$ cat src/pcs_pkg.sv
// ----------------------------------------------------------------------------
// pcs_pkg
// shared types and constants for the piecewise contrast stretch block
// ----------------------------------------------------------------------------
package pcs_pkg;

  // fixed field widths
  localparam int PIXEL_BITS = 8;
  localparam int KNEE_BITS  = 9;
  localparam int GAIN_BITS  = 16;
  localparam int CFG_ADDR_BITS = 3;
  localparam int CFG_DATA_BITS = 16;
  localparam int DEF_GAIN_FRAC_BITS = 8;

  localparam logic [PIXEL_BITS-1:0] PIX_MAX = {PIXEL_BITS{1'b1}};

  // register indexes
  localparam logic [CFG_ADDR_BITS-1:0] REG_LOW_KNEE    = 3'd0;
  localparam logic [CFG_ADDR_BITS-1:0] REG_HIGH_KNEE   = 3'd1;
  localparam logic [CFG_ADDR_BITS-1:0] REG_LOW_GAIN    = 3'd2;
  localparam logic [CFG_ADDR_BITS-1:0] REG_MID_GAIN    = 3'd3;
  localparam logic [CFG_ADDR_BITS-1:0] REG_HIGH_GAIN   = 3'd4;
  localparam logic [CFG_ADDR_BITS-1:0] REG_MID_OFFSET  = 3'd5;
  localparam logic [CFG_ADDR_BITS-1:0] REG_HIGH_OFFSET = 3'd6;
  localparam logic [CFG_ADDR_BITS-1:0] REG_COLOR_MODE  = 3'd7;

  // register reset values
  localparam logic [KNEE_BITS-1:0]  RST_LOW_KNEE    = 9'd0;
  localparam logic [KNEE_BITS-1:0]  RST_HIGH_KNEE   = 9'd255;
  localparam logic [GAIN_BITS-1:0]  RST_GAIN        = 16'd256;
  localparam logic [PIXEL_BITS-1:0] RST_MID_OFFSET  = 8'd0;
  localparam logic [PIXEL_BITS-1:0] RST_HIGH_OFFSET = 8'd255;

  // mapping curve as seen by each lane
  typedef struct packed {
    logic [KNEE_BITS-1:0]  low_knee;
    logic [KNEE_BITS-1:0]  high_knee;
    logic [GAIN_BITS-1:0]  low_gain;
    logic [GAIN_BITS-1:0]  mid_gain;
    logic [GAIN_BITS-1:0]  high_gain;
    logic [PIXEL_BITS-1:0] mid_offset;
    logic [PIXEL_BITS-1:0] high_offset;
  } curve_t;

  // per-stage load enables
  typedef struct packed {
    logic s1;
    logic s2;
    logic s3;
  } stage_en_t;

endpackage

$ cat src/pcs_lane.sv
// ----------------------------------------------------------------------------
// pcs_lane
// three-stage mapping of one channel: segment select, multiply, shift/saturate
// ----------------------------------------------------------------------------
module pcs_lane #(
  parameter int GAIN_FRAC_BITS = pcs_pkg::DEF_GAIN_FRAC_BITS
) (
  input  logic                           clk,
  input  pcs_pkg::curve_t                curve,
  input  pcs_pkg::stage_en_t             en,
  input  logic                           kill,
  input  logic [pcs_pkg::PIXEL_BITS-1:0] x,
  output logic [pcs_pkg::PIXEL_BITS-1:0] res
);

  localparam int PROD_BITS = pcs_pkg::GAIN_BITS + pcs_pkg::PIXEL_BITS;
  localparam int SHR_BITS  = PROD_BITS - GAIN_FRAC_BITS;
  localparam int SUM_BITS  = SHR_BITS + 1;

  logic [pcs_pkg::KNEE_BITS-1:0]  x_ext;
  logic                           is_low;
  logic                           is_high;
  logic [pcs_pkg::PIXEL_BITS-1:0] diff_nxt;
  logic [pcs_pkg::GAIN_BITS-1:0]  gain_nxt;
  logic [pcs_pkg::PIXEL_BITS-1:0] off_nxt;

  logic [pcs_pkg::PIXEL_BITS-1:0] diff_r;
  logic [pcs_pkg::GAIN_BITS-1:0]  gain_r;
  logic [pcs_pkg::PIXEL_BITS-1:0] off1_r;

  logic [PROD_BITS-1:0]           prod_nxt;
  logic [PROD_BITS-1:0]           prod_r;
  logic [pcs_pkg::PIXEL_BITS-1:0] off2_r;

  logic [SUM_BITS-1:0]            sum;
  logic [pcs_pkg::PIXEL_BITS-1:0] res_nxt;
  logic [pcs_pkg::PIXEL_BITS-1:0] res_r;

  // stage 1: pick the segment, its slope, offset and distance from the knee
  always_comb begin
    x_ext   = {1'b0, x};
    is_low  = x_ext < curve.low_knee;
    is_high = x_ext >= curve.high_knee;
    if (kill) begin
      diff_nxt = '0;
      gain_nxt = '0;
      off_nxt  = '0;
    end else if (is_low) begin
      diff_nxt = x;
      gain_nxt = curve.low_gain;
      off_nxt  = '0;
    end else if (is_high) begin
      // knee is at most x here, so it fits the pixel width
      diff_nxt = x - curve.high_knee[pcs_pkg::PIXEL_BITS-1:0];
      gain_nxt = curve.high_gain;
      off_nxt  = curve.high_offset;
    end else begin
      diff_nxt = x - curve.low_knee[pcs_pkg::PIXEL_BITS-1:0];
      gain_nxt = curve.mid_gain;
      off_nxt  = curve.mid_offset;
    end
  end

  always_ff @(posedge clk) begin
    if (en.s1) begin
      diff_r <= diff_nxt;
      gain_r <= gain_nxt;
      off1_r <= off_nxt;
    end
  end

  // stage 2: slope times distance
  assign prod_nxt = PROD_BITS'(gain_r) * PROD_BITS'(diff_r);

  always_ff @(posedge clk) begin
    if (en.s2) begin
      prod_r <= prod_nxt;
      off2_r <= off1_r;
    end
  end

  // stage 3: drop fraction, add offset, saturate
  assign sum     = SUM_BITS'(prod_r[PROD_BITS-1:GAIN_FRAC_BITS]) + SUM_BITS'(off2_r);
  assign res_nxt = (sum > SUM_BITS'(pcs_pkg::PIX_MAX)) ? pcs_pkg::PIX_MAX
                                                       : sum[pcs_pkg::PIXEL_BITS-1:0];

  always_ff @(posedge clk) begin
    if (en.s3) begin
      res_r <= res_nxt;
    end
  end

  assign res = res_r;

endmodule

$ cat src/piecewise_contrast_stretch.sv
// an accepted input beat passes the stage 1, stage 2 and stage 3 registers before it leaves as its output beat
// throughput: one pixel per cycle while the output is not stalled, through the three-stage lane pipeline
// each stage holds while the one after it is full and stalled, so bubbles close up
// reset (rst_n low, synchronous) empties the pipeline and loads the default curve:
// knees 0/255, gains 1.0, offsets 0/255, grey mode
// ----------------------------------------------------------------------------
// piecewise_contrast_stretch
// three-segment linear mapping of grey or rgb pixels; while the output is not stalled, one pixel per cycle
// ----------------------------------------------------------------------------
module piecewise_contrast_stretch #(
  parameter int GAIN_FRAC_BITS = pcs_pkg::DEF_GAIN_FRAC_BITS
) (
  input  logic                              clk,
  input  logic                              rst_n,
  // input stream
  input  logic                              in_tvalid,
  output logic                              in_tready,
  input  logic [23:0]                       in_tdata,   // chan_red, chan_green, chan_blue
  input  logic                              in_tlast,   // last_in
  // output stream
  output logic                              out_tvalid,
  input  logic                              out_tready,
  output logic [23:0]                       out_tdata,  // out_red, out_green, out_blue
  output logic                              out_tlast,  // last_out
  // register writes
  input  logic                              cfg_valid,
  output logic                              cfg_ready,
  input  logic [pcs_pkg::CFG_ADDR_BITS-1:0] cfg_addr,
  input  logic [pcs_pkg::CFG_DATA_BITS-1:0] cfg_data
);

  localparam int PB = pcs_pkg::PIXEL_BITS;

  pcs_pkg::curve_t    curve_r;
  logic               color_mode_r;
  pcs_pkg::stage_en_t en;

  logic v1_r, v2_r, v3_r;
  logic last1_r, last2_r, last3_r;
  logic rdy1, rdy2, rdy3;
  logic grey_kill;

  // configuration registers
  assign cfg_ready = 1'b1;

  always_ff @(posedge clk) begin
    if (!rst_n) begin
      curve_r.low_knee    <= pcs_pkg::RST_LOW_KNEE;
      curve_r.high_knee   <= pcs_pkg::RST_HIGH_KNEE;
      curve_r.low_gain    <= pcs_pkg::RST_GAIN;
      curve_r.mid_gain    <= pcs_pkg::RST_GAIN;
      curve_r.high_gain   <= pcs_pkg::RST_GAIN;
      curve_r.mid_offset  <= pcs_pkg::RST_MID_OFFSET;
      curve_r.high_offset <= pcs_pkg::RST_HIGH_OFFSET;
      color_mode_r        <= 1'b0;
    end else if (cfg_valid) begin
      case (cfg_addr)
        pcs_pkg::REG_LOW_KNEE:    curve_r.low_knee    <= cfg_data[pcs_pkg::KNEE_BITS-1:0];
        pcs_pkg::REG_HIGH_KNEE:   curve_r.high_knee   <= cfg_data[pcs_pkg::KNEE_BITS-1:0];
        pcs_pkg::REG_LOW_GAIN:    curve_r.low_gain    <= cfg_data[pcs_pkg::GAIN_BITS-1:0];
        pcs_pkg::REG_MID_GAIN:    curve_r.mid_gain    <= cfg_data[pcs_pkg::GAIN_BITS-1:0];
        pcs_pkg::REG_HIGH_GAIN:   curve_r.high_gain   <= cfg_data[pcs_pkg::GAIN_BITS-1:0];
        pcs_pkg::REG_MID_OFFSET:  curve_r.mid_offset  <= cfg_data[PB-1:0];
        pcs_pkg::REG_HIGH_OFFSET: curve_r.high_offset <= cfg_data[PB-1:0];
        pcs_pkg::REG_COLOR_MODE:  color_mode_r        <= cfg_data[0];
        default: ;
      endcase
    end
  end

  // per-stage ready: a stage moves when it is empty or its successor moves
  assign rdy3      = !v3_r || out_tready;
  assign rdy2      = !v2_r || rdy3;
  assign rdy1      = !v1_r || rdy2;
  assign in_tready = rdy1;

  assign en.s1 = rdy1;
  assign en.s2 = rdy2;
  assign en.s3 = rdy3;

  // valid bits
  always_ff @(posedge clk) begin
    if (!rst_n) begin
      v1_r <= 1'b0;
      v2_r <= 1'b0;
      v3_r <= 1'b0;
    end else begin
      if (rdy1) v1_r <= in_tvalid;
      if (rdy2) v2_r <= v1_r;
      if (rdy3) v3_r <= v2_r;
    end
  end

  // last flag follows the pixel
  always_ff @(posedge clk) begin
    if (rdy1) last1_r <= in_tlast;
    if (rdy2) last2_r <= last1_r;
    if (rdy3) last3_r <= last2_r;
  end

  // green and blue lanes give zero in grey mode
  assign grey_kill = !color_mode_r;

  pcs_lane #(.GAIN_FRAC_BITS(GAIN_FRAC_BITS)) u_lane_red (
    .clk   (clk),
    .curve (curve_r),
    .en    (en),
    .kill  (1'b0),
    .x     (in_tdata[PB-1:0]),
    .res   (out_tdata[PB-1:0])
  );

  pcs_lane #(.GAIN_FRAC_BITS(GAIN_FRAC_BITS)) u_lane_green (
    .clk   (clk),
    .curve (curve_r),
    .en    (en),
    .kill  (grey_kill),
    .x     (in_tdata[2*PB-1:PB]),
    .res   (out_tdata[2*PB-1:PB])
  );

  pcs_lane #(.GAIN_FRAC_BITS(GAIN_FRAC_BITS)) u_lane_blue (
    .clk   (clk),
    .curve (curve_r),
    .en    (en),
    .kill  (grey_kill),
    .x     (in_tdata[3*PB-1:2*PB]),
    .res   (out_tdata[3*PB-1:2*PB])
  );

  assign out_tvalid = v3_r;
  assign out_tlast  = last3_r;

endmodule

$ cat config.mk
export PLATFORM = sky130hd
export DESIGN_NAME = piecewise_contrast_stretch
export DESIGN_NICKNAME = d
export VERILOG_FILES = /design/src/pcs_pkg.sv /design/src/pcs_lane.sv /design/src/piecewise_contrast_stretch.sv
export SDC_FILE = /design/constraint.sdc
export NUM_CORES = 1
export LEC_CHECK = 0
export BUFFER_PORTS_ARGS = -buffer_cell sky130_fd_sc_hd__buf_4
export CAP_MARGIN = 20
export CORE_MARGIN = 10
export CORE_UTILIZATION = 65
export DETAILED_ROUTE_END_ITERATION = 6
export HOLD_SLACK_MARGIN = 0.12
export PLACE_DENSITY = 0.9
export SKIP_CTS_REPAIR_TIMING = 1
export SLEW_MARGIN = 20
export SYNTH_ARGS = -nofsm -noshare
export SYNTH_HDL_FRONTEND = slang
export SYNTH_SLANG_ARGS = --single-unit
$ cat constraint.sdc
create_clock -name clk -period 12.1 [get_ports clk]
set_clock_uncertainty 0.05 [all_clocks]
set_input_delay 1.21 -clock clk [delete_from_list [all_inputs] [get_ports clk]]
set_output_delay 1.21 -clock clk [all_outputs]
set_load 0.01 [all_outputs]
==> results.yml, run 1 <==
outcome:
  status: "finished clean"
die:
  core_area_mm2: 0.03865
  dieHeight_um: 217.6
  initial_core_util_pct: 65.69
  die_w_um: 217.6
  ios: 77
  fp-row-count: 72
  die_area_mm2: 0.04736
sta:
  period_share_pct: 48.27
  fin_tns_setup_ns: 0
  setup_viol: 0
  rsz0062_at_grt: "false"
  tightestPinTransition_ns: 1.144
  fmax_mhz: 171.2
  slew_viol_final: 0
  period_minus_slack_ns: 5.841
  relSlewSlack_pct: 23.13
  final-hold-violation-count: 0
synth:
  yosys_warnings: 0
  syn_area_mm2: 0.02539
  synth_area_leaders: "edfxtp_1 (23%), fa_1 (20%), ha_1 (10%), and2_1 (7.7%), dfxtp_1 (6.8%)"
  async_flop_share_pct: 0
  synth_top_area_share_pct: 23.07
  yosysSeqAreaShare_pct: 29.85
  syn-mean-instance-area_um2: 9.967
  synth.distinct_cells: 64
  synth_edf_count: 195
  synth_top_flop_cell: "edfxtp_1"
  synth-seq-cells: 281
  yosys.area.top_type: "edfxtp_1"
  synthCells: 2547
  syn_nets: 3064
power_and_ir_drop:
  powerDensity_mw_per_mm2: 91.25
  p_leak_nw: 13.98
  finalPower_mw: 2.504
  ir_worst_vdd_v: 0.00009653
global_route:
  overflow: 0
  grt_pass1_vias: 19300
  grt_max_degree: 87
  grt_pass1_wl_um: 99250
  grtUsageTotal_pct: 25.95
  antenna_found_initial: 0
place:
  io_buffers: 75
  place.gp.congestion: 0.9407
  hpwl_um: 45170
  postPlaceCellArea_mm2: 0.02640
drt:
  wl_per_cell_um: 19.55
  via_per_inst: 5.966
  drtAntennaViolNets: 0
  initialDrtViolationCount: 1797
  routed_wirelength_um: 61180
  num_vias: 18680
  drc: 0
  firstDrtPassIters: 5
clock_network:
  cts_root_buf: "clkbuf_16"
  h-tree-depth: 1
  cts.sinks: 281
  cts_buffer_depth: 3
  cts_tree: "yes"
  numCtsBuffers: 31
  insertion_delay_ns: 0.60
  cts.clk_slew.worst_paths_ns: 0.06
layout:
  regArea_mm2: 0.007577
  syn_to_final_growth_pct: 8.108
  final_cell_mix: "inv_1 (322), nand2_1 (320), and2_1 (312)"
  n_fill_cell: 2650
  fin_util_pct: 71.01
  drive_gt1_share_pct: 6.013
  multiInputGateArea_mm2: 0.01633
  nets: 3103
  final_common_cell: "inv_1"
  final_area_mm2: 0.02745
setup_path:
  path_cells: "nand2_1 -> fa_1 -> fa_1 -> inv_1 -> fa_1 -> fa_1 -> ha_1 -> nand2_1 -> o21ai_0 -> o311ai_0 -> a21oi_1 -> o211ai_1 -> o22ai_1 -> o41ai_1 -> xnor2_1"
  end_kind: "flip-flop"
  cp.required_ns: 12.39
  startpoint_type: "flip-flop"
  cp_slowest_cell: "o311ai_0"
  critPathMaxFanout: 16
  slowest_delay_ns: 0.72
  arrival_ns: 6.13
  path_class: "flip-flop to flip-flop"
  cp_common_cell: "fa_1"
run:
  cap_violations: 0
min_path:
  hold_class: "flip-flop to flip-flop"
-- power by group --
group          internal (mW)  switching, mW
Clock                  0.553          0.408
Sequential              1.09         0.0578
Combinational          0.172          0.228
-- state kept, by name (all words and copies together) (netlist names), 8 cells and up --
name and cells:
curve_r 82, u_lane_blue.gain_r 16, u_lane_blue.prod_r 16, u_lane_green.gain_r 16, u_lane_green.prod_r 16, u_lane_red.gain_r 16, u_lane_red.prod_r 16, u_lane_blue.diff_r 8
u_lane_blue.off1_r 8, u_lane_blue.off2_r 8, u_lane_blue.res 8, u_lane_green.diff_r 8, u_lane_green.off1_r 8, u_lane_green.off2_r 8, u_lane_green.res 8, u_lane_red.diff_r 8
u_lane_red.off1_r 8, u_lane_red.off2_r 8, u_lane_red.res 8
-- synthesized netlist by cell type, drive strengths merged, types with 4 or more instances --
| cell type | count |
|---|---|
| mux2i | 95 |
| a21boi | 67 |
| a211oi | 12 |
| o211ai | 9 |
| o21bai | 10 |
| inv | 323 |
| nand4 | 8 |
| and3 | 9 |
| a21oi | 65 |
| dfxtp | 86 |
| o41ai | 4 |
| nor3 | 18 |
| nand3 | 29 |
| nor2b | 28 |
| ha | 213 |
| clkbuf | 62 |
| mux2 | 5 |
| fa | 255 |
| o21ai | 57 |
| o21a | 15 |
| a21o | 42 |
| nor2 | 92 |
| or3 | 8 |
| xor2 | 25 |
| edfxtp | 195 |
| and2 | 312 |
| a31oi | 5 |
| o211a | 37 |
| nand2 | 321 |
| buf | 17 |
| xnor2 | 47 |
| or2 | 5 |
| nand2b | 28 |
-- final timing paths --
path | slack [ns] | cells after the start | from | endpoint
max | 6.26 | 15 | u_lane_blue.diff_r[2] | u_lane_blue.prod_r[23]
min | 0.36 | 0 | u_lane_red.off1_r[0] | u_lane_red.off2_r[0]
max reg2reg | 6.26 | 15 | u_lane_blue.diff_r[2] | u_lane_blue.prod_r[23]
min reg2reg | 0.36 | 0 | u_lane_red.off1_r[0] | u_lane_red.off2_r[0]
-- worst max-delay path: cells and delay by family, from the launching register on --
| family | cells | cell delay (ns) |
|---|---|---|
| compound gates | 6 | 1.99 |
| xor+xnor | 1 | 0.10 |
| fa+ha+maj | 5 | 2.39 |
| buf+inv | 1 | 0.06 |
| flops | 1 | 0.70 |
| simple gates | 2 | 0.30 |
-- routing by layer --
| metal | share of wire, % | track usage (%) | routed length, um | up-vias |
|---|---|---|---|---|
| met3 | 8.0 | 3.634 | 4880 | 162 |
| met5 | 0 | 0 | 0 | - |
| met2 | 48 | 42.65 | 29160 | 831 |
| li1 | - | - | - | 8473 |
| met1 | 40 | 33.62 | 24330 | 9209 |
| met4 | 4.6 | 11.79 | 2817 | 0 |
-- final cells by class --
cell class	instances	share of cell area, %
timing repair buffer	85	2.325
inverter	323	4.418
tap	518	2.362
antenna	1	0.009118
clock inverter	11	0.3875
clock buffer	47	3.378
multi-input combinational	1864	59.51
sequential	281	27.61
-- metrics by stage --
step	worst slack, ns	hold slack [ns]	instances
after floorplan	6.905	0.3503	2547
after global placement	6.493	0.3517	3071
after detailed placement	6.281	0.3545	3071
after CTS	6.312	0.3653	3129
after global routing	6.045	0.3687	3129
final	6.259	0.3645	3130
-- cells by family after synthesis --
family                   after synthesis  synth area share (%)
AND/OR/NAND/NOR                      871                 17.26
adder cells (fa/ha/maj)              468                 30.61
buffers and inverters                402                 6.037
AO/OA/AOI/OAI                        352                 9.783
flip-flops                           281                 29.85
multiplexers                         100                 3.967
XOR/XNOR                              72                 2.484
other                                  1               0.01477
No activity file was read; power rests on OpenSTA's default activity.
==> run 2: changes to the inputs <==
==> constraint.sdc (replaced) <==
create_clock -name clk -period 5.7 [get_ports clk]
set_clock_uncertainty 0.05 [all_clocks]
set_input_delay 0.57 -clock clk [delete_from_list [all_inputs] [get_ports clk]]
set_output_delay 0.57 -clock clk [all_outputs]
set_load 0.01 [all_outputs]
==> run 2 against run 1 <==
  * Fmax rose by 7.0%
  * Clock-buffer cell count is 6 lower
  * Design area grew 0.69%
  * Global-route usage is 0.25 points lower
  * Hold slack got worse by 0.17 ns
  * Critical endpoint unchanged
  * Highest routed layer is now met5
==> results.yml, run 2 (synthesis results as in run 1) <==
outcome:
  status: "finished clean"
sta:
  period_minus_slack_ns: 5.461
  fmax_mhz: 183.1
  relSlewSlack_pct: 33.58
  rsz0062_at_grt: "false"
  period_share_pct: 95.80
  worst_slack_ns: 0.2394
  final-hold-violation-count: 0
  slew_viol_final: 0
  tightestPinTransition_ns: 0.9887
  setup_viol: 0
  fin_tns_setup_ns: 0
die:
  fp-row-count: 72
  die_area_mm2: 0.04736
  die_w_um: 217.6
  ios: 77
  dieHeight_um: 217.6
  core_area_mm2: 0.03865
  initial_core_util_pct: 65.69
clock_network:
  cts_tree: "yes"
  cts_buffer_depth: 3
  numCtsBuffers: 31
  insertion_delay_ns: 0.61
  cts_root_buf: "clkbuf_16"
  cts.sinks: 281
  h-tree-depth: 1
  cts.clk_slew.worst_paths_ns: 0.06
drt:
  routed_wirelength_um: 60280
  firstDrtPassIters: 6
  drt-met1-wl_um: 24000
  met2WireLength_um: 29130
  top_layer: "met5"
  via_per_inst: 5.909
  drtAntennaViolNets: 0
  wl_per_cell_um: 19.13
  num_vias: 18620
  met3WireLength_um: 4913
  drc: 0
  initialDrtViolationCount: 1467
setup_path:
  path_buf_inv: 2
  path_cells: "and2_1 -> fa_1 -> fa_1 -> fa_1 -> inv_1 -> fa_1 -> inv_1 -> ha_1 -> a2111oi_1 -> o21ai_0 -> o21a_1 -> or3_1 -> o211ai_1 -> o22ai_1 -> o41ai_1 -> xnor2_1"
  critPathMaxFanout: 16
  cp_common_cell: "fa_1"
  path_delay_family: "adder cells"
  cp_slowest_cell: "edfxtp_1"
  arrival_ns: 5.75
  slowest_delay_ns: 0.61
  startpoint_type: "flip-flop"
  cp.required_ns: 5.99
  end_kind: "flip-flop"
  rrSetupSlack_ns: 0.24
  path_class: "flip-flop to flip-flop"
place:
  place_ws_ns: 0.3155
  hpwl_um: 45820
  place.gp.congestion: 0.9373
  io_buffers: 75
global_route:
  grtUsageTotal_pct: 25.70
  grt_max_degree: 87
  overflow: 0
  grt_pass1_vias: 19220
  antenna_found_initial: 3
  grt_pass1_wl_um: 98410
layout:
  drive_gt1_share_pct: 6.725
  syn_to_final_growth_pct: 8.857
  nets: 3124
  final_common_cell: "inv_1"
  largest_register_ffs: 82
  n_fill_cell: 2629
  max_flop_register: "curve_r"
  final_cell_mix: "inv_1 (322), nand2_1 (320), and2_1 (312)"
power_and_ir_drop:
  p_leak_nw: 14.08
  powerDensity_mw_per_mm2: 194.1
  ir_worst_vdd_v: 0.0002194
min_path:
  hold_class: "input port to flip-flop"
run:
  cap_violations: 0
==> run 2: cell types whose count changed in the layout (fill, tap and decap cells not counted), moves of 2 or more <==
cell        previous run  this run
buf_4                 85       104
clkbuf_1               8         5
clkbuf_8               7         4
clkinv_1               1         4
clkinv_2               4         2
clkinv_4               0         2
clkinvlp_4             0         2
inv_4                  3         1
inv_6                  2         4
==> run 2: metrics by stage <==
stage | util, % | hold WS (ns) | cells | power [mW] | instance area (um2)
3_3_place_gp | 68.57 | 0.3513 | 3084 | 3.272 | 26500
6_report | 71.51 | 0.1902 | 3151 | 5.364 | 27640
4_1_cts | 71.28 | 0.06986 | 3142 | 5.368 | 27550
5_1_grt | 71.51 | 0.1885 | 3151 | 5.569 | 27640
2_1_floorplan | - | 0.3503 | 2547 | 2.989 | 25390
3_5_place_dp | 68.57 | 0.3571 | 3084 | 3.316 | 26500
==> run 2: final cells by class <==
type	count	area (um2)	area share (%)
Clock buffer	41	874.6	3.165
Tap cell	518	648.1	2.345
Timing Repair Buffer	106	818.3	2.961
Inverter	323	1212	4.387
Antenna cell	1	2.502	0.009055
Sequential cell	281	7577	27.42
Multi-Input combinational cell	1864	16330	59.08
Clock inverter	17	175.2	0.6339
==> run 2: path summary, 6_finish.rpt <==
path,from,to,cells after the start
worst max-delay path,u_lane_blue.diff_r[5],u_lane_blue.prod_r[23],16
worst min-delay path,cfg_data[8],curve_r[40],3
worst max register to register,u_lane_blue.diff_r[5],u_lane_blue.prod_r[23],16
worst min register to register,u_lane_green.off1_r[7],u_lane_green.off2_r[7],0
==> run 2: per-layer routing <==
layer  up-vias  global-route usage (%)
met5         -                       0
met4         2                   10.35
met3       147                   5.520
met2       779                   42.72
met1      9193                   32.17
li1       8497                       -
==> run 2: power by group <==
group          internal, mW  total, mW  leakage [nW]  switching, mW
clock network          1.18       2.07         0.511          0.886
logic                 0.379      0.890          10.5          0.512
registers              2.30       2.40          3.04          0.101
==> run 2: worst register-to-register path, cell delays in order, from the launching register on <==
cell and delay [ns]:
edfxtp_1 0.61, and2_1 0.27, fa_1 0.57, fa_1 0.44, fa_1 0.51, inv_1 0.05, fa_1 0.47, inv_1 0.04
ha_1 0.32, a2111oi_1 0.43, o21ai_0 0.16, o21a_1 0.16, or3_1 0.32, o211ai_1 0.21, o22ai_1 0.16, o41ai_1 0.33
xnor2_1 0.10
